$ cat src/sv/rv64_instruction_execute_assert.svh
// ----------------------------------------------------------------------------
// rv64_instruction_execute_assert.svh
// Assertion macros for the RV64 execute block. Clocked on aclk, idle in reset.
// ----------------------------------------------------------------------------
`ifndef RV64_INSTRUCTION_EXECUTE_ASSERT_SVH
`define RV64_INSTRUCTION_EXECUTE_ASSERT_SVH

// condition holds at every edge out of reset
`define RVX_CHECK(label, cond, msg) \
    label: assert property (@(posedge aclk) disable iff (!aresetn) (cond)) else $error(msg);

// antecedent implies consequent in the same cycle
`define RVX_IMPLY(label, ante, cons, msg) \
    label: assert property (@(posedge aclk) disable iff (!aresetn) (ante) |-> (cons)) \
        else $error(msg);

// antecedent implies consequent in the next cycle
`define RVX_NEXT(label, ante, cons, msg) \
    label: assert property (@(posedge aclk) disable iff (!aresetn) (ante) |=> (cons)) \
        else $error(msg);

`endif

$ cat src/sv/rvx_pkg.sv
// ----------------------------------------------------------------------------
// rvx_pkg
// Shared types and constants of the RV64 execute block.
// ----------------------------------------------------------------------------
package rvx_pkg;

    // major opcodes
    localparam logic [6:0] OPC_LUI    = 7'b0110111;
    localparam logic [6:0] OPC_AUIPC  = 7'b0010111;
    localparam logic [6:0] OPC_JAL    = 7'b1101111;
    localparam logic [6:0] OPC_JALR   = 7'b1100111;
    localparam logic [6:0] OPC_BRANCH = 7'b1100011;
    localparam logic [6:0] OPC_LOAD   = 7'b0000011;
    localparam logic [6:0] OPC_STORE  = 7'b0100011;
    localparam logic [6:0] OPC_OPIMM  = 7'b0010011;
    localparam logic [6:0] OPC_OP     = 7'b0110011;
    localparam logic [6:0] OPC_OPIMMW = 7'b0011011;
    localparam logic [6:0] OPC_OPW    = 7'b0111011;
    localparam logic [6:0] OPC_SYSTEM = 7'b1110011;

    localparam logic [31:0] EBREAK_WORD = 32'h0010_0073;

    // funct7 values
    localparam logic [6:0] F7_BASE = 7'b0000000;
    localparam logic [6:0] F7_MULDIV = 7'b0000001;
    localparam logic [6:0] F7_ALT = 7'b0100000;
    // funct6 of immediate shifts
    localparam logic [5:0] F6_BASE = 6'b000000;
    localparam logic [5:0] F6_ALT = 6'b010000;

    // memory request codes
    localparam logic [1:0] MEM_NONE  = 2'd0;
    localparam logic [1:0] MEM_LOAD  = 2'd1;
    localparam logic [1:0] MEM_STORE = 2'd2;

    // trap codes
    localparam logic [1:0] TRAP_NONE    = 2'd0;
    localparam logic [1:0] TRAP_EBREAK  = 2'd1;
    localparam logic [1:0] TRAP_ILLEGAL = 2'd2;

    typedef enum logic [3:0] {
        ALU_ADD, ALU_SUB, ALU_SLT, ALU_SLTU, ALU_XOR, ALU_OR, ALU_AND,
        ALU_SLL, ALU_SRL, ALU_SRA, ALU_MUL, ALU_DIV
    } alu_op_t;

    // classified instruction, front to back
    typedef struct packed {
        alu_op_t     op;
        logic        word;
        logic [63:0] a;
        logic [63:0] b;
        logic        val_en;
        logic        rd_write;
        logic [4:0]  rd_index;
        logic [63:0] next_pc;
        logic [1:0]  mem_op;
        logic [63:0] mem_address;
        logic [1:0]  mem_size_log2;
        logic        load_unsigned;
        logic [63:0] store_data;
        logic [1:0]  trap;
    } uop_t;

    // one result item
    typedef struct packed {
        logic [63:0] next_pc;
        logic        rd_write;
        logic [4:0]  rd_index;
        logic [63:0] rd_value;
        logic [1:0]  mem_op;
        logic [63:0] mem_address;
        logic [1:0]  mem_size_log2;
        logic        load_unsigned;
        logic [63:0] store_data;
        logic [1:0]  trap;
    } result_t;

    function automatic logic [63:0] sext32(input logic [31:0] v);
        return {{32{v[31]}}, v};
    endfunction

endpackage

$ cat src/sv/rvx_queue.sv
// ----------------------------------------------------------------------------
// rvx_queue
// Small FIFO of decoded instructions between front and back end.
// ----------------------------------------------------------------------------
module rvx_queue #(
    parameter int DEPTH = 2
) (
    input  logic           aclk,
    input  logic           aresetn,
    input  logic           push,
    input  rvx_pkg::uop_t  push_item,
    output logic           full,
    input  logic           pop,
    output logic           head_valid,
    output rvx_pkg::uop_t  head_item
);
    import rvx_pkg::*;

    localparam int PTR_W = (DEPTH > 1) ? $clog2(DEPTH) : 1;
    localparam int CNT_W = $clog2(DEPTH + 1);

    uop_t             slot_reg [DEPTH];
    logic [PTR_W-1:0] wr_ptr_reg, rd_ptr_reg;
    logic [CNT_W-1:0] count_reg;

    assign full       = (count_reg == CNT_W'(DEPTH));
    assign head_valid = (count_reg != '0);
    assign head_item  = slot_reg[rd_ptr_reg];

    // storage, no reset
    always_ff @(posedge aclk) begin
        if (push) begin
            slot_reg[wr_ptr_reg] <= push_item;
        end
    end

    // pointers and fill count
    always_ff @(posedge aclk) begin
        if (!aresetn) begin
            wr_ptr_reg <= '0;
            rd_ptr_reg <= '0;
            count_reg  <= '0;
        end else begin
            if (push) begin
                wr_ptr_reg <= (wr_ptr_reg == PTR_W'(DEPTH - 1)) ? '0 : wr_ptr_reg + 1'b1;
            end
            if (pop) begin
                rd_ptr_reg <= (rd_ptr_reg == PTR_W'(DEPTH - 1)) ? '0 : rd_ptr_reg + 1'b1;
            end
            if (push && !pop) count_reg <= count_reg + 1'b1;
            else if (pop && !push) count_reg <= count_reg - 1'b1;
        end
    end

endmodule

$ cat config.mk
export PLATFORM = sky130hd
export DESIGN_NAME = rvx_queue
export DESIGN_NICKNAME = d
export VERILOG_FILES = /design/src/sv/rv64_instruction_execute_assert.svh /design/src/sv/rvx_pkg.sv /design/src/sv/rvx_queue.sv
export SDC_FILE = /design/constraint.sdc
export NUM_CORES = 1
export LEC_CHECK = 0
export BUFFER_PORTS_ARGS = -buffer_cell sky130_fd_sc_hd__buf_2
export CAP_MARGIN = 10
export CORE_AREA = 2 2 263 265
export CTS_BUF_LIST = sky130_fd_sc_hd__clkbuf_8
export DETAILED_ROUTE_END_ITERATION = 7
export DIE_AREA = 0 0 265 267
export MAX_ROUTING_LAYER = met4
export PLACE_DENSITY = 0.6
export SLEW_MARGIN = 20
export SYNTH_ARGS = -nofsm -noshare
export SYNTH_HDL_FRONTEND = slang
export SYNTH_SLANG_ARGS = --single-unit
$ cat constraint.sdc
create_clock -name aclk -period 23.8 [get_ports aclk]
set_input_delay 7.14 -clock aclk [delete_from_list [all_inputs] [get_ports aclk]]
set_output_delay 7.14 -clock aclk [all_outputs]
set_load 0.05 [all_outputs]
== Word level (Yosys, flattened, before mapping) ==
Memories as Yosys holds them, arrays and structs flattened. A register that Yosys moved wholly into a read port is not among the register bits.
Index checks and enable logic that the tools add are counted.
Storage, ports and cells
  output and inout port bits: 341
  memory bits (writable): 678
  input port bits: 343
  register bits after elaboration: 4
  memories: 1
Operators by class
  add/subtract/negate cells: 4
  multiplexer cells: 8
  equality and inequality tests: 1
  reduce and logical (&&, ||, !) cells: 6
Memory list
  slot_reg: depth 2, width 339, read ports 1, clocked after Yosys merged registers in 1, write ports 1, RTL line rvx_queue.sv:22  | uop_t slot_reg [DEPTH];
Operator list (count)
  1-bit two-way mux: 6
  2-bit two-way mux: 2
  2-bit nonzero test: 2
  1-bit adder (second input constant): 2
  2-bit by 1-bit adder with 2-bit output (second input constant): 1
  2-bit == test (second input constant): 1
  1-bit logical AND: 2
  1-bit zero test: 2
  2-bit by 1-bit subtractor with 2-bit output (second input constant): 1

== Logic depth before layout (Yosys ltp) ==
  depth after elaboration: 4
  depth in mapped cells: 5
  gate-level depth less buffers: 5

== Least setup slack after synthesis ==
No wires, ideal clock.
  path type: input to register
  start point: input push
  end point: register wr_ptr_reg
  setup slack: 0.879 ns
  buffers on the path: 0
  cell stages on the path: 2
  library setup time: 0.128 ns
  data arrival time: 22.793 ns
  required time: 23.672 ns
  path through: nor2b_1 -> o21a_1
RTL lines
  start: declaration: RTL line rvx_queue.sv:10  | input logic push,
  end signal: assignment: RTL line rvx_queue.sv:45  | wr_ptr_reg <= (wr_ptr_reg == PTR_W'(DEPTH - 1)) ? '0 : wr_ptr_reg + 1'b1;
  end: declaration: RTL line rvx_queue.sv:23  | logic [PTR_W-1:0] wr_ptr_reg, rd_ptr_reg;

==> results.py <==
metrics = {
    "die": {
        "die_w_um": 265,
        "core_um2": 68000,
        "ios": 684,
        "start_util": 0.383,
        "num_rows": 96,
        "fp.dieH_um": 267,
        "die_area_um2": 70800,
    },
    "timing": {
        "rsz0062_at_grt": "false",
        "fin_tns_setup_ps": 0,
        "worst_pin_slew_ps": 1240,
        "fmax_ghz": 0.0896,
        "min_period_ps": 11160,
        "clock_skew_ps": 22.8,
        "hold_violations": 0,
        "finalSetupViolations": 0,
        "slew_viol_final": 0,
        "slew_headroom": 0.174,
        "period_share": 0.469,
    },
    "global_route": {
        "grt_pass1_wl_um": 83200,
        "grt_start_max_net_pins": 145,
        "grt_pass1_vias": 13700,
        "antenna_found_initial": 22,
        "overflow": 0,
        "grt_usage": 0.163,
    },
    "synth": {
        "syn_area_um2": 26000,
        "netlist_instances": 1077,
        "syn_avg_cell_area_um2": 24.1,
        "synth-edff-count": 678,
        "yosysWarnings": 0,
        "syn_nets": 1421,
        "synth_cell_type_count": 19,
        "ys_seq_area_frac": 0.787,
        "synth.ff_latch_count": 683,
        "synth_ff_type": "edfxtp_1",
        "async_reset_ff_frac": 0,
    },
    "min_path": {
        "worstHoldStart": "count_reg[1]",
        "hold_path_class": "flop to flop",
        "holdPathStages": 2,
        "hold_end": "count_reg[1]",
    },
    "setup_path": {
        "cp-end-kind": "primary output",
        "r2r-start": "wr_ptr_reg",
        "worstPathArrival_ps": 4020,
        "r2r_end": "slot_reg[0][53]",
        "critPathKind": "flop to primary output",
        "start_kind": "flop",
        "rrSetupSlack_ps": 20050,
        "critPathRequiredTime_ps": 16660,
        "worstRegToRegCells": 4,
        "crit_fanout": 119,
    },
    "clocking": {
        "clock_latency_ps": 690,
        "cts_inserted_buffers": 110,
        "cts.sinks": 683,
        "cts-resized-gates": 0,
        "clk_pin_slew_ps": 60,
        "clk_path_buf_depth": 3,
        "cts-root-buf": "clkbuf_8",
        "h-tree-depth": 3,
        "hold_buffers": 0,
        "cts_tree": "built",
        "post_cts_buffers": 0,
    },
    "detailed_routing": {
        "dr.pass1.iters": 5,
        "post-route-drc-count": 0,
        "drtIter0Drc": 869,
        "vias_per_cell": 4.58,
        "ant_nets": 0,
        "num_vias": 13000,
        "finalWirelength_um": 58400,
        "post_drt_wl_per_cell_um": 20.6,
    },
    "final_layout": {
        "drive_above_1_share": 0.605,
        "final_nets": 2189,
        "fillers": 5791,
        "final_core_util": 0.475,
        "largest_reg_flops": 678,
        "syn_to_final_growth_pct": 24.1,
    },
    "power_and_ir_drop": {
        "peakVddDrop_uv": 67.3,
        "p_leak_nw": 12.8,
        "power.density_nw_per_um2": 87.7,
    },
    "run": {
        "cap_violations": 0,
    },
    "placement": {
        "place.gp.congestion": 0.791,
        "numPortBuffers": 683,
        "dp_hpwl_um": 39700,
    },
    "outcome": {
        "status": "finished clean",
    },
}
## metal layers
| metal | vias up | routed length, um | track usage |
|---|---|---|---|
| li1 | 5895 | - | - |
| met1 | 6400 | 21200 | 0.169 |
| met2 | 569 | 29700 | 0.273 |
| met3 | 107 | 5870 | 0.0728 |
| met4 | 0 | 1580 | 0.0577 |
| met5 | - | 0 | - |
## cell usage in the layout, fill, tap and decap left out, types with 4 or more instances in the layout
cell,Yosys,layout
buf_2,2,683
edfxtp_1,678,678
mux2_4,303,303
clkbuf_8,0,119
inv_1,1,42
mux2_2,36,36
clkinv_1,0,27
diode_2,0,21
buf_4,0,8
clkinv_2,0,4
dfxtp_1,5,4
## through the flow
step                      hold WS [ps]  setup slack (ps)  power, mW  instance area (um2)  instances
after global routing               574             12350       2.94                32300       2834
after CTS                          521             12430       2.87                32200       2814
final                              521             12640       2.83                32300       2835
after global placement             478             13130       1.93                30200       2615
after detailed placement           511             13040       1.94                30200       2615
after floorplan                    468               879       1.85                26000       1077
## cells by family after synthesis
family	synth area share
fa+ha+maj	0.000481
compound gates	0.000770
flops	0.787
buf+inv	0.0184
mux	0.191
xor+xnor	0.00101
simple gates	0.00217
## power by group
part           internal [mW]  switching [mW]  total [mW]
Clock                  0.481           0.444       0.925
Combinational          0.157           0.337       0.494
Sequential              1.39          0.0184        1.41
## cells in the mapped netlist, types with 2 or more instances
| library cell | number | area [um2] |
|---|---|---|
| edfxtp_1 | 678 | 20400 |
| mux2_4 | 303 | 4550 |
| mux2_2 | 36 | 405 |
| buf_6 | 23 | 259 |
| buf_8 | 11 | 165 |
| dfxtp_1 | 5 | 100 |
| and2_1 | 4 | 25.0 |
| nor2b_1 | 3 | 18.8 |
| buf_12 | 2 | 40.0 |
| buf_2 | 2 | 10.0 |
| xor2_1 | 2 | 17.5 |
## final cells by class
class / instances / area, um2 / area share
Multi-Input combinational cell: 355 / 5080 / 0.157
Clock buffer: 119 / 1640 / 0.0507
Clock inverter: 80 / 405 / 0.0126
Timing Repair Buffer: 694 / 3540 / 0.110
Tap cell: 882 / 1100 / 0.0342
Inverter: 1 / 3.75 / 0.000116
Sequential cell: 683 / 20500 / 0.634
Antenna cell: 21 / 52.6 / 0.00163
## worst max-delay path: stages, from the launching register on
cell and delay [ps]:
dfxtp_4 910, buf_4 880, buf_12 740, mux2_4 290
buf_2 290
## worst max-delay path by stage
stage	from	end	cells past startpoint
after floorplan	push	wr_ptr_reg	2
after global routing	flop	head_item[158]	4
after detailed placement	push	slot_reg[0][156]	5
after CTS	flop	head_item[331]	4
final	flop	head_item[137]	4
after global placement	push	slot_reg[0][116]	5
No activity file was read; power rests on OpenSTA's default activity.
